--- config.mk ---
export PLATFORM = sky130hd
export DESIGN_NAME = latency_mean_stddev_tracker_flat
export DESIGN_NICKNAME = d
export VERILOG_FILES = /design/src/design/lmst_pkg.sv /design/src/design/lmst_in_if.sv /design/src/design/lmst_out_if.sv /design/src/design/latency_mean_stddev_tracker.sv /design/src/design/lmst_alu.sv /design/src/design/lmst_core.sv /design/src/flat_wrapper.sv
export VERILOG_INCLUDE_DIRS = /design/src /design/src/design
export SDC_FILE = /design/constraint.sdc
export NUM_CORES = 1
export LEC_CHECK = 0
export BUFFER_PORTS_ARGS = -buffer_cell sky130_fd_sc_hd__buf_2
export CAP_MARGIN = 10
export CORE_MARGIN = 4
export CORE_UTILIZATION = 64
export CTS_CLUSTER_DIAMETER = 60
export CTS_CLUSTER_SIZE = 20
export DETAILED_ROUTE_END_ITERATION = 10
export PLACE_DENSITY = 0.8
export SETUP_SLACK_MARGIN = 0.15
export SYNTH_ARGS = -nofsm -noshare
export SYNTH_HDL_FRONTEND = slang
export SYNTH_SLANG_ARGS = --single-unit
--- constraint.sdc ---
create_clock -name clk -period 7.9 [get_ports clk]
set_input_delay 0.395 -clock clk [delete_from_list [all_inputs] [get_ports clk]]
set_output_delay 0.395 -clock clk [all_outputs]
set_load 0.05 [all_outputs]
--- src/design/assert_macros.svh ---
// Assertion helpers for the design files.
`ifndef ASSERT_MACROS_SVH
`define ASSERT_MACROS_SVH

// Same-cycle implication, disabled in reset.
`define ASSERT_NOW(label, clk, rst_n, ante, cons) \
    label: assert property (@(posedge clk) disable iff (!rst_n) (ante) |-> (cons)) \
        else $error("same-cycle check failed");

// Next-cycle implication, disabled in reset.
`define ASSERT_NEXT(label, clk, rst_n, ante, cons) \
    label: assert property (@(posedge clk) disable iff (!rst_n) (ante) |=> (cons)) \
        else $error("next-cycle check failed");

`endif

--- src/design/lmst_pkg.sv ---
package lmst_pkg;

    localparam int LAG_BITS   = 16;
    localparam int COUNT_BITS = 20;
    localparam int SUM_BITS   = LAG_BITS + COUNT_BITS;
    localparam int SQ_BITS    = 2 * LAG_BITS + COUNT_BITS;
    localparam int ALU_BITS   = SQ_BITS;
    localparam int AVG_QBITS  = LAG_BITS;
    localparam int VAR_QBITS  = 2 * LAG_BITS;
    localparam int SQRT_STEPS = VAR_QBITS / 2;
    // scratch holds a division remainder or a square root remainder (< 2^(LAG_BITS+3))
    localparam int REM_BITS   = (COUNT_BITS > LAG_BITS + 3) ? COUNT_BITS : LAG_BITS + 3;
    localparam int ITER_BITS  = $clog2(VAR_QBITS);

    localparam logic [LAG_BITS-1:0] MAX_LAG_RESET = LAG_BITS'(2000);

    typedef logic [ALU_BITS-1:0] alu_word_t;
    typedef logic [REM_BITS-1:0] rem_word_t;

    typedef enum logic [3:0] {
        ST_IDLE,
        ST_SQUARE,
        ST_ADD_SUM,
        ST_ADD_SQ,
        ST_DIV_AVG,
        ST_MUL_PROD,
        ST_SUB_NUM,
        ST_DIV_VAR,
        ST_SQRT,
        ST_DONE
    } lmst_state_t;

    typedef struct packed {
        logic start;
        logic ack;
    } lmst_ctrl_t;

    typedef struct packed {
        logic idle;
        logic done;
    } lmst_stat_t;

    typedef struct packed {
        logic [LAG_BITS-1:0] average;
        logic [LAG_BITS-1:0] deviation;
        logic                accepted;
    } lmst_res_t;

endpackage

--- src/design/lmst_in_if.sv ---
interface lmst_in_if import lmst_pkg::*; ();
    logic                valid;
    logic                ready;
    logic [LAG_BITS-1:0] lag_ms;

    modport source (output valid, output lag_ms, input ready);
    modport sink (input valid, input lag_ms, output ready);
endinterface

--- src/design/lmst_out_if.sv ---
interface lmst_out_if import lmst_pkg::*; ();
    logic                valid;
    logic                ready;
    logic [LAG_BITS-1:0] average_ms;
    logic [LAG_BITS-1:0] deviation_ms;
    logic                accepted;

    modport source (output valid, output average_ms, output deviation_ms, output accepted,
                    input ready);
    modport sink (input valid, input average_ms, input deviation_ms, input accepted,
                  output ready);
endinterface

--- src/design/latency_mean_stddev_tracker.sv ---
// Latency statistics tracker: each latency word on "sample" yields one word on "result"
// carrying the running integer mean, the integer sample standard deviation and a flag
// telling whether the sample was taken into the statistics (zero samples, samples above
// the max_lag register and samples after the count saturates are rejected). One sequencer
// drives a single shared 52-bit add/subtract unit through a square, two accumulates, the
// mean divide, the mean-times-sum product, the numerator subtract, the variance divide and
// a digit-by-digit square root; the first accepted sample only feeds the sums, a rejected
// one goes straight to the result, and sample.ready is low while a sample is in work. The
// result sits in an output register, so the next sample can be taken the cycle after the
// result is handed over, while it still waits. max_lag resets to 2000 and is written
// through cfg_wr_en/cfg_wr_data; the user must write it only while the block is idle, as
// the block itself does not enforce this.
`include "assert_macros.svh"

module latency_mean_stddev_tracker import lmst_pkg::*; (
    input  logic                clk,
    input  logic                rst_n,
    input  logic                cfg_wr_en,
    input  logic [LAG_BITS-1:0] cfg_wr_data,
    lmst_in_if.sink             sample,
    lmst_out_if.source          result
);

    logic [LAG_BITS-1:0] max_lag_reg;
    logic                out_valid_reg, out_valid_next;
    lmst_res_t           out_res_reg;

    lmst_ctrl_t ctrl;
    lmst_stat_t stat;
    lmst_res_t  core_res;
    logic       core_ack;

    // config register
    always_ff @(posedge clk or negedge rst_n)
    begin
        if (!rst_n)
        begin
            max_lag_reg <= MAX_LAG_RESET;
        end
        else if (cfg_wr_en)
        begin
            max_lag_reg <= cfg_wr_data;
        end
    end

    // the core hands its result over once the output register is free or draining
    assign core_ack     = stat.done && (!out_valid_reg || result.ready);
    assign ctrl.start   = sample.valid && stat.idle;
    assign ctrl.ack     = core_ack;
    assign sample.ready = stat.idle;

    lmst_core u_core (
        .clk     (clk),
        .rst_n   (rst_n),
        .ctrl    (ctrl),
        .lag     (sample.lag_ms),
        .max_lag (max_lag_reg),
        .stat    (stat),
        .res     (core_res)
    );

    always_comb
    begin
        out_valid_next = out_valid_reg;
        if (core_ack)
        begin
            out_valid_next = 1'b1;
        end
        else if (result.ready)
        begin
            out_valid_next = 1'b0;
        end
    end

    always_ff @(posedge clk or negedge rst_n)
    begin
        if (!rst_n)
        begin
            out_valid_reg <= 1'b0;
        end
        else
        begin
            out_valid_reg <= out_valid_next;
        end
    end

    always_ff @(posedge clk)
    begin
        if (core_ack)
        begin
            out_res_reg <= core_res;
        end
    end

    assign result.valid        = out_valid_reg;
    assign result.average_ms   = out_res_reg.average;
    assign result.deviation_ms = out_res_reg.deviation;
    assign result.accepted     = out_res_reg.accepted;

    // a taken sample puts the core to work
    `ASSERT_NEXT(a_start_busy, clk, rst_n, sample.valid && sample.ready, !stat.idle)
    // a handed-over result shows up on the output next cycle
    `ASSERT_NEXT(a_ack_loads, clk, rst_n, core_ack, result.valid)
    // a finished result never gets lost while the output is stalled
    `ASSERT_NEXT(a_done_holds, clk, rst_n, stat.done && !core_ack, stat.done)
    // no new sample while the core is done
    `ASSERT_NOW(a_no_start_done, clk, rst_n, stat.done, !sample.ready)

endmodule

--- src/design/lmst_alu.sv ---
// Shared add/subtract unit; carry high on subtract means a >= b.
module lmst_alu import lmst_pkg::*; (
    input  alu_word_t a,
    input  alu_word_t b,
    input  logic      sub,
    output alu_word_t y,
    output logic      carry
);

    logic [ALU_BITS:0] full;

    assign full  = {1'b0, a} + {1'b0, (sub ? ~b : b)} + {{ALU_BITS{1'b0}}, sub};
    assign y     = full[ALU_BITS-1:0];
    assign carry = full[ALU_BITS];

endmodule

--- src/design/lmst_core.sv ---
// Sequencer and statistics datapath around the shared ALU.
module lmst_core import lmst_pkg::*; (
    input  logic                clk,
    input  logic                rst_n,
    input  lmst_ctrl_t          ctrl,
    input  logic [LAG_BITS-1:0] lag,
    input  logic [LAG_BITS-1:0] max_lag,
    output lmst_stat_t          stat,
    output lmst_res_t           res
);

    localparam logic [ITER_BITS-1:0] LAST_MUL  = ITER_BITS'(LAG_BITS - 1);
    localparam logic [ITER_BITS-1:0] LAST_DIVA = ITER_BITS'(AVG_QBITS - 1);
    localparam logic [ITER_BITS-1:0] LAST_DIVV = ITER_BITS'(VAR_QBITS - 1);
    localparam logic [ITER_BITS-1:0] LAST_SQRT = ITER_BITS'(SQRT_STEPS - 1);

    lmst_state_t state_reg, state_next;
    logic [ITER_BITS-1:0]  iter_reg, iter_next;
    logic [COUNT_BITS-1:0] cnt_reg, cnt_next;
    logic [SUM_BITS-1:0]   sum_reg, sum_next;
    logic [SQ_BITS-1:0]    sq_reg, sq_next;
    logic [LAG_BITS-1:0]   avg_hold_reg, avg_hold_next;
    logic [LAG_BITS-1:0]   dev_hold_reg, dev_hold_next;
    logic [LAG_BITS-1:0]   lag_reg, lag_next;
    logic                  take_reg, take_next;
    alu_word_t             acc_reg, acc_next;
    rem_word_t             rem_reg, rem_next;
    logic [LAG_BITS-1:0]   root_reg, root_next;

    alu_word_t alu_a, alu_b, alu_y;
    logic      alu_sub, alu_carry;

    logic                  take_now;
    logic                  iter_last;
    logic                  div_msb;
    logic [COUNT_BITS:0]   div_shift;
    logic [COUNT_BITS-1:0] divisor;
    logic                  mul_bit;
    alu_word_t             mcand;
    logic [LAG_BITS+2:0]   sqrt_shift;
    logic [LAG_BITS+1:0]   sqrt_trial;
    logic [LAG_BITS-1:0]   quo_avg;
    alu_word_t             num;

    assign take_now   = (lag != '0) && (lag <= max_lag) && !(&cnt_reg);
    assign div_msb    = (state_reg == ST_DIV_AVG) ? acc_reg[AVG_QBITS-1] : acc_reg[VAR_QBITS-1];
    assign div_shift  = {rem_reg[COUNT_BITS-1:0], div_msb};
    assign divisor    = (state_reg == ST_DIV_AVG) ? cnt_reg
                                                  : cnt_reg - {{(COUNT_BITS-1){1'b0}}, 1'b1};
    assign mul_bit    = rem_reg[LAG_BITS-1];
    assign mcand      = (state_reg == ST_SQUARE) ? alu_word_t'(lag_reg) : alu_word_t'(sum_reg);
    assign sqrt_shift = {rem_reg[LAG_BITS:0], acc_reg[VAR_QBITS-1:VAR_QBITS-2]};
    assign sqrt_trial = {root_reg, 2'b01};
    assign quo_avg    = {acc_reg[AVG_QBITS-2:0], alu_carry};
    assign num        = alu_carry ? alu_y : '0;

    always_comb
    begin
        case (state_reg)
            ST_SQUARE:   iter_last = (iter_reg == LAST_MUL);
            ST_MUL_PROD: iter_last = (iter_reg == LAST_MUL);
            ST_DIV_AVG:  iter_last = (iter_reg == LAST_DIVA);
            ST_DIV_VAR:  iter_last = (iter_reg == LAST_DIVV);
            ST_SQRT:     iter_last = (iter_reg == LAST_SQRT);
            default:     iter_last = 1'b0;
        endcase
    end

    // operand select for the shared unit
    always_comb
    begin
        alu_a   = '0;
        alu_b   = '0;
        alu_sub = 1'b0;
        case (state_reg) inside
            ST_SQUARE, ST_MUL_PROD:
            begin
                alu_a = acc_reg << 1;
                alu_b = mul_bit ? mcand : '0;
            end
            ST_ADD_SUM:
            begin
                alu_a = alu_word_t'(sum_reg);
                alu_b = alu_word_t'(lag_reg);
            end
            ST_ADD_SQ:
            begin
                alu_a = alu_word_t'(sq_reg);
                alu_b = acc_reg;
            end
            ST_DIV_AVG, ST_DIV_VAR:
            begin
                alu_a   = alu_word_t'(div_shift);
                alu_b   = alu_word_t'(divisor);
                alu_sub = 1'b1;
            end
            ST_SUB_NUM:
            begin
                alu_a   = alu_word_t'(sq_reg);
                alu_b   = acc_reg;
                alu_sub = 1'b1;
            end
            ST_SQRT:
            begin
                alu_a   = alu_word_t'(sqrt_shift);
                alu_b   = alu_word_t'(sqrt_trial);
                alu_sub = 1'b1;
            end
            default:
            begin
                alu_a   = '0;
            end
        endcase
    end

    lmst_alu u_alu (
        .a     (alu_a),
        .b     (alu_b),
        .sub   (alu_sub),
        .y     (alu_y),
        .carry (alu_carry)
    );

    // next state
    always_comb
    begin
        state_next = state_reg;
        unique case (state_reg)
            ST_IDLE:     if (ctrl.start) state_next = take_now ? ST_SQUARE : ST_DONE;
            ST_SQUARE:   if (iter_last) state_next = ST_ADD_SUM;
            ST_ADD_SUM:  state_next = ST_ADD_SQ;
            ST_ADD_SQ:   state_next = (cnt_reg == COUNT_BITS'(1)) ? ST_DONE : ST_DIV_AVG;
            ST_DIV_AVG:  if (iter_last) state_next = ST_MUL_PROD;
            ST_MUL_PROD: if (iter_last) state_next = ST_SUB_NUM;
            ST_SUB_NUM:  state_next = ST_DIV_VAR;
            ST_DIV_VAR:  if (iter_last) state_next = ST_SQRT;
            ST_SQRT:     if (iter_last) state_next = ST_DONE;
            ST_DONE:     if (ctrl.ack) state_next = ST_IDLE;
            default:     state_next = ST_IDLE;
        endcase
    end

    // outputs
    always_comb
    begin
        stat.idle    = (state_reg == ST_IDLE);
        stat.done    = (state_reg == ST_DONE);
        res.average  = avg_hold_reg;
        res.deviation = dev_hold_reg;
        res.accepted = take_reg;
    end

    // datapath
    always_comb
    begin
        iter_next     = '0;
        cnt_next      = cnt_reg;
        sum_next      = sum_reg;
        sq_next       = sq_reg;
        avg_hold_next = avg_hold_reg;
        dev_hold_next = dev_hold_reg;
        lag_next      = lag_reg;
        take_next     = take_reg;
        acc_next      = acc_reg;
        rem_next      = rem_reg;
        root_next     = root_reg;
        case (state_reg) inside
            ST_IDLE:
            begin
                if (ctrl.start)
                begin
                    lag_next  = lag;
                    take_next = take_now;
                    acc_next  = '0;
                    rem_next  = rem_word_t'(lag);
                end
            end
            ST_SQUARE, ST_MUL_PROD:
            begin
                iter_next = iter_last ? '0 : iter_reg + 1'b1;
                acc_next  = alu_y;
                rem_next  = rem_reg << 1;
            end
            ST_ADD_SUM:
            begin
                sum_next = alu_y[SUM_BITS-1:0];
                cnt_next = cnt_reg + {{(COUNT_BITS-1){1'b0}}, 1'b1};
            end
            ST_ADD_SQ:
            begin
                sq_next  = alu_y[SQ_BITS-1:0];
                // sum < count * 2^16, so the top part already sits below the divisor
                rem_next = rem_word_t'(sum_reg[SUM_BITS-1:AVG_QBITS]);
                acc_next = alu_word_t'(sum_reg[AVG_QBITS-1:0]);
            end
            ST_DIV_AVG, ST_DIV_VAR:
            begin
                iter_next = iter_last ? '0 : iter_reg + 1'b1;
                rem_next  = alu_carry ? rem_word_t'(alu_y[COUNT_BITS-1:0])
                                      : rem_word_t'(div_shift[COUNT_BITS-1:0]);
                acc_next  = {acc_reg[ALU_BITS-2:0], alu_carry};
                if (iter_last)
                begin
                    if (state_reg == ST_DIV_AVG)
                    begin
                        avg_hold_next = quo_avg;
                        rem_next      = rem_word_t'(quo_avg);
                        acc_next      = '0;
                    end
                    else
                    begin
                        rem_next  = '0;
                        root_next = '0;
                    end
                end
            end
            ST_SUB_NUM:
            begin
                // variance < 2^32, so the high part is below count-1
                rem_next = rem_word_t'(num[ALU_BITS-1:VAR_QBITS]);
                acc_next = alu_word_t'(num[VAR_QBITS-1:0]);
            end
            ST_SQRT:
            begin
                iter_next = iter_last ? '0 : iter_reg + 1'b1;
                rem_next  = alu_carry ? rem_word_t'(alu_y[LAG_BITS+2:0])
                                      : rem_word_t'(sqrt_shift);
                root_next = {root_reg[LAG_BITS-2:0], alu_carry};
                acc_next  = acc_reg << 2;
                if (iter_last)
                begin
                    dev_hold_next = {root_reg[LAG_BITS-2:0], alu_carry};
                end
            end
            default:
            begin
                iter_next = '0;
            end
        endcase
    end

    always_ff @(posedge clk or negedge rst_n)
    begin
        if (!rst_n)
        begin
            state_reg    <= ST_IDLE;
            iter_reg     <= '0;
            cnt_reg      <= '0;
            sum_reg      <= '0;
            sq_reg       <= '0;
            avg_hold_reg <= '0;
            dev_hold_reg <= '0;
        end
        else
        begin
            state_reg    <= state_next;
            iter_reg     <= iter_next;
            cnt_reg      <= cnt_next;
            sum_reg      <= sum_next;
            sq_reg       <= sq_next;
            avg_hold_reg <= avg_hold_next;
            dev_hold_reg <= dev_hold_next;
        end
    end

    always_ff @(posedge clk)
    begin
        lag_reg  <= lag_next;
        take_reg <= take_next;
        acc_reg  <= acc_next;
        rem_reg  <= rem_next;
        root_reg <= root_next;
    end

endmodule

--- src/flat_wrapper.sv ---
// flat-port wrapper written by rule: the top's interface ports become plain ports
module latency_mean_stddev_tracker_flat import lmst_pkg::*;
  (clk, rst_n, cfg_wr_en, cfg_wr_data, sample_valid, sample_lag_ms, sample_ready, result_valid, result_average_ms, result_deviation_ms, result_accepted, result_ready);
  lmst_in_if sample_i ();
  lmst_out_if result_i ();
  input  logic clk;
  input  logic rst_n;
  input  logic cfg_wr_en;
  input  logic [LAG_BITS-1:0] cfg_wr_data;
  input wire logic [$bits(sample_i.valid)-1:0] sample_valid;
  input wire logic [$bits(sample_i.lag_ms)-1:0] sample_lag_ms;
  output wire logic [$bits(sample_i.ready)-1:0] sample_ready;
  output wire logic [$bits(result_i.valid)-1:0] result_valid;
  output wire logic [$bits(result_i.average_ms)-1:0] result_average_ms;
  output wire logic [$bits(result_i.deviation_ms)-1:0] result_deviation_ms;
  output wire logic [$bits(result_i.accepted)-1:0] result_accepted;
  input wire logic [$bits(result_i.ready)-1:0] result_ready;
  assign sample_i.valid = sample_valid;
  assign sample_i.lag_ms = sample_lag_ms;
  assign sample_ready = sample_i.ready;
  assign result_valid = result_i.valid;
  assign result_average_ms = result_i.average_ms;
  assign result_deviation_ms = result_i.deviation_ms;
  assign result_accepted = result_i.accepted;
  assign result_i.ready = result_ready;
  latency_mean_stddev_tracker u_core (.clk(clk), .rst_n(rst_n), .cfg_wr_en(cfg_wr_en), .cfg_wr_data(cfg_wr_data), .sample(sample_i), .result(result_i));
endmodule
==> run_results.csv <==
group,metric,value,unit
run_status,status,"completed",
setup_path,cp_max_fo,42,
sta,finalSetupTns,0,ns
setup_path,cp-startpoint,"u_core.u_core.state_reg[1]",
clocking,cts-resized-gates,0,
sta,hold_viol,0,
die,rows,64,
grt,grt_max_degree,141,
placed_design,numPortBuffers,71,
synthesis,synth-async-reset-ratio,54.61,%
final_layout,area.growth.synth_to_final,7.486,%
synthesis,ys.flop_type,"dfrtp_1",
setup_path,cp-end-kind,"flop",
route,wl_per_cell,27.88,um
grt,grtUsageTotal,42.92,%
synthesis,ys_seq_area_share,41.03,%
clocking,cts_max_level,1,
sta,max_slew_margin,12.30,%
route,vias,19520,
placed_design,dp_hpwl,53.25,mm
synthesis,synthesis.area,20240,sq um
setup_path,cp-start-kind,"flop",
grt,overflow,0,
sta,setup_viol,0,
sta,finClkSkew,0.01605,ns
sta,clock.fmax,137.2,MHz
setup_path,crit_arrival,7.57,ns
worst_hold_path,whs_path_depth,3,
clocking,cts_tree,"done",
sta,fin_crit_sh,92.24,%
setup_path,reg2reg_depth,20,
setup_path,endpoint,"u_core.u_core.rem_reg[2]",
sta,tightest_slew,1.311,ns
route,drt-initial-drc-count,3612,
final_layout,layout-drive-gt1-share,10.62,%
synthesis,synth_area_per_cell,8.808,sq um
synthesis,syn_nets,2410,
clocking,cts_root_buf,"clkbuf_16",
setup_path,r2r-start,"u_core.u_core.state_reg[1]",
die,die_w,185.8,um
clocking,clock_latency,0.57,ns
clocking,clock_sinks,304,
setup_path,cp_data_required_time,8.19,ns
route,drc_errors,0,
route,drtAntennaViolNets,0,
clocking,cts_buffer_depth,3,
placed_design,gp_congestion,1.065,
job,maxCapViolations,0,
synthesis,synthDistinctLibCells,89,
clocking,cts_made_buffers,27,
worst_hold_path,holdCritPathClass,"in2reg",
setup_path,crit_type,"reg2reg",
setup_path,r2r_slack,0.61,ns
sta,rsz0062_at_grt,"false",
clocking,clk_pin_slew_worst_paths,0.08,ns
die,die-area,34530,sq um
die,io_pins,72,
synthesis,synth_edf_count,138,
setup_path,r2r_end,"u_core.u_core.rem_reg[2]",
die,start_util,65.48,%
die,die-height,185.8,um
synthesis,synthCells,2298,
grt,grt_pass1_wl,113.1,mm
synthesis,synth-seq-cells,304,
sta,drv_slew,0,
die,core,30910,sq um
clocking,post_cts_buffers,0,
grt,grt_pass1_vias,18220,
route,routed_wl,74.95,mm
final_layout,final_nets,2380,
sta,period_needed,7.287,ns
route,first_pass_iters,9,
grt,antenna_found_initial,5,
synthesis,yosys_warnings,0,
route,viasPerCell,7.261,
## metrics by stage
stage | area (sq um) | std cells | setup WS (ns) | hold WS, ns | utilization (%)
global route | 21750 | 2685 | 0.1693 | 0.05581 | 70.36
floorplan | 20240 | 2298 | 0.9521 | 0.09941 | -
CTS | 21750 | 2684 | 0.8609 | 0.02392 | 70.35
finish | 21760 | 2688 | 0.6133 | 0.03223 | 70.39
detailed placement | 20810 | 2634 | 0.8898 | 0.4296 | 67.31
global placement | 20810 | 2634 | 1.094 | 0.4301 | 67.31
## cell usage after synthesis, drive strengths merged, types with 17 or more instances
cell | number | area (sq um)
a221oi | 21 | 183.9
a21oi | 204 | 1044
nand4 | 26 | 162.7
mux2 | 17 | 191.4
a222oi | 33 | 330.3
ha | 74 | 925.9
a31oi | 18 | 131.4
nor3 | 37 | 190.2
nor2 | 164 | 618.1
a22oi | 58 | 449.2
edfxtp | 138 | 4144
buf | 41 | 190.2
o221a | 23 | 259.0
a211oi | 23 | 172.7
o21ai | 222 | 1119
a21o | 35 | 262.8
xnor2 | 105 | 919.6
nand3 | 38 | 190.2
and3 | 23 | 143.9
nand2 | 341 | 1280
a22o | 17 | 148.9
clkbuf | 128 | 480.5
dfrtp | 160 | 4004
o22ai | 31 | 193.9
inv | 51 | 191.4
and2 | 24 | 150.1
xor2 | 33 | 289.0
## worst max-delay path: stages, from the launching register on
cell       delay (ns)
dfrtp_1          0.81
inv_2            0.29
nor2_2           0.18
buf_4            0.36
nand2_1          0.10
buf_4            0.23
nand2_2          0.79
a222oi_1         0.27
nand2_1          0.17
xnor2_1          0.12
fa_1             0.46
a21oi_1          0.32
o211ai_2         0.14
nand4_1          0.20
a21oi_1          0.14
a21boi_1         0.45
o21ai_1          0.27
a211oi_1         0.65
xnor2_1          0.16
a2111oi_0        0.76
o21ai_1          0.13
## cell families after synthesis
logic type	Yosys count	synth area share (%)
mux	27	1.502
buf+inv	221	4.278
compound gates	815	26.82
simple gates	718	15.73
fa+ha+maj	75	4.673
flops	304	41.03
xor+xnor	138	5.971
## timing repair
action	CTS	global route
hold buffers	1	0
endpoints found under the hold margin	58	0
endpoints found under the setup margin	0	0
## final cells by class
| cell class | instances | area, sq um |
|---|---|---|
| multi-input cells | 1773 | 11140 |
| fillers | 2374 | 9154 |
| flip-flops and latches | 304 | 8305 |
| clock buffers | 32 | 715.7 |
| repair buffers | 110 | 681.9 |
| well taps | 396 | 495.5 |
| clock inverters | 17 | 214.0 |
| inverters | 52 | 195.2 |
| diodes | 4 | 10.01 |
## how the worst min path moves through the flow
| stage | startpoint | end | slack [ns] |
|---|---|---|---|
| 6_report | cfg_wr_data[2] | u_core.max_lag_reg[2] | 0.03 |
| 5_1_grt | cfg_wr_data[2] | u_core.max_lag_reg[2] | 0.06 |
| 4_1_cts | cfg_wr_data[2] | u_core.max_lag_reg[2] | 0.02 |
| 3_5_place_dp | u_core.u_core.avg_hold_reg[9] | u_core.result.average_ms[9] | 0.43 |
| 3_3_place_gp | u_core.u_core.dev_hold_reg[10] | u_core.result.deviation_ms[10] | 0.43 |
| 2_1_floorplan | rst_n | u_core.max_lag_reg[0] | 0.1 |
## routing by layer
layer,vias to the layer above,routed length [um],global-route usage (%)
met5,-,16,0
met4,2,4674,19.70
met3,341,10860,12.14
met2,1586,31600,63.46
met1,9118,27810,58.96
li1,8471,-,-
## cell usage in the layout (no fill, tap or decap), types with 57 or more instances in the layout
cell type | synthesis | layout
a21oi_1 | 200 | 200
a22oi_1 | 57 | 57
buf_2 | 17 | 70
dfrtp_1 | 160 | 160
edfxtp_1 | 138 | 138
ha_1 | 74 | 74
nand2_1 | 341 | 337
nor2_1 | 163 | 159
o21ai_0 | 208 | 207
xnor2_1 | 105 | 105
Power is left out: the tool's default activity adds up to more than one toggle a clock period on the data nets, which glitch-free logic cannot reach.
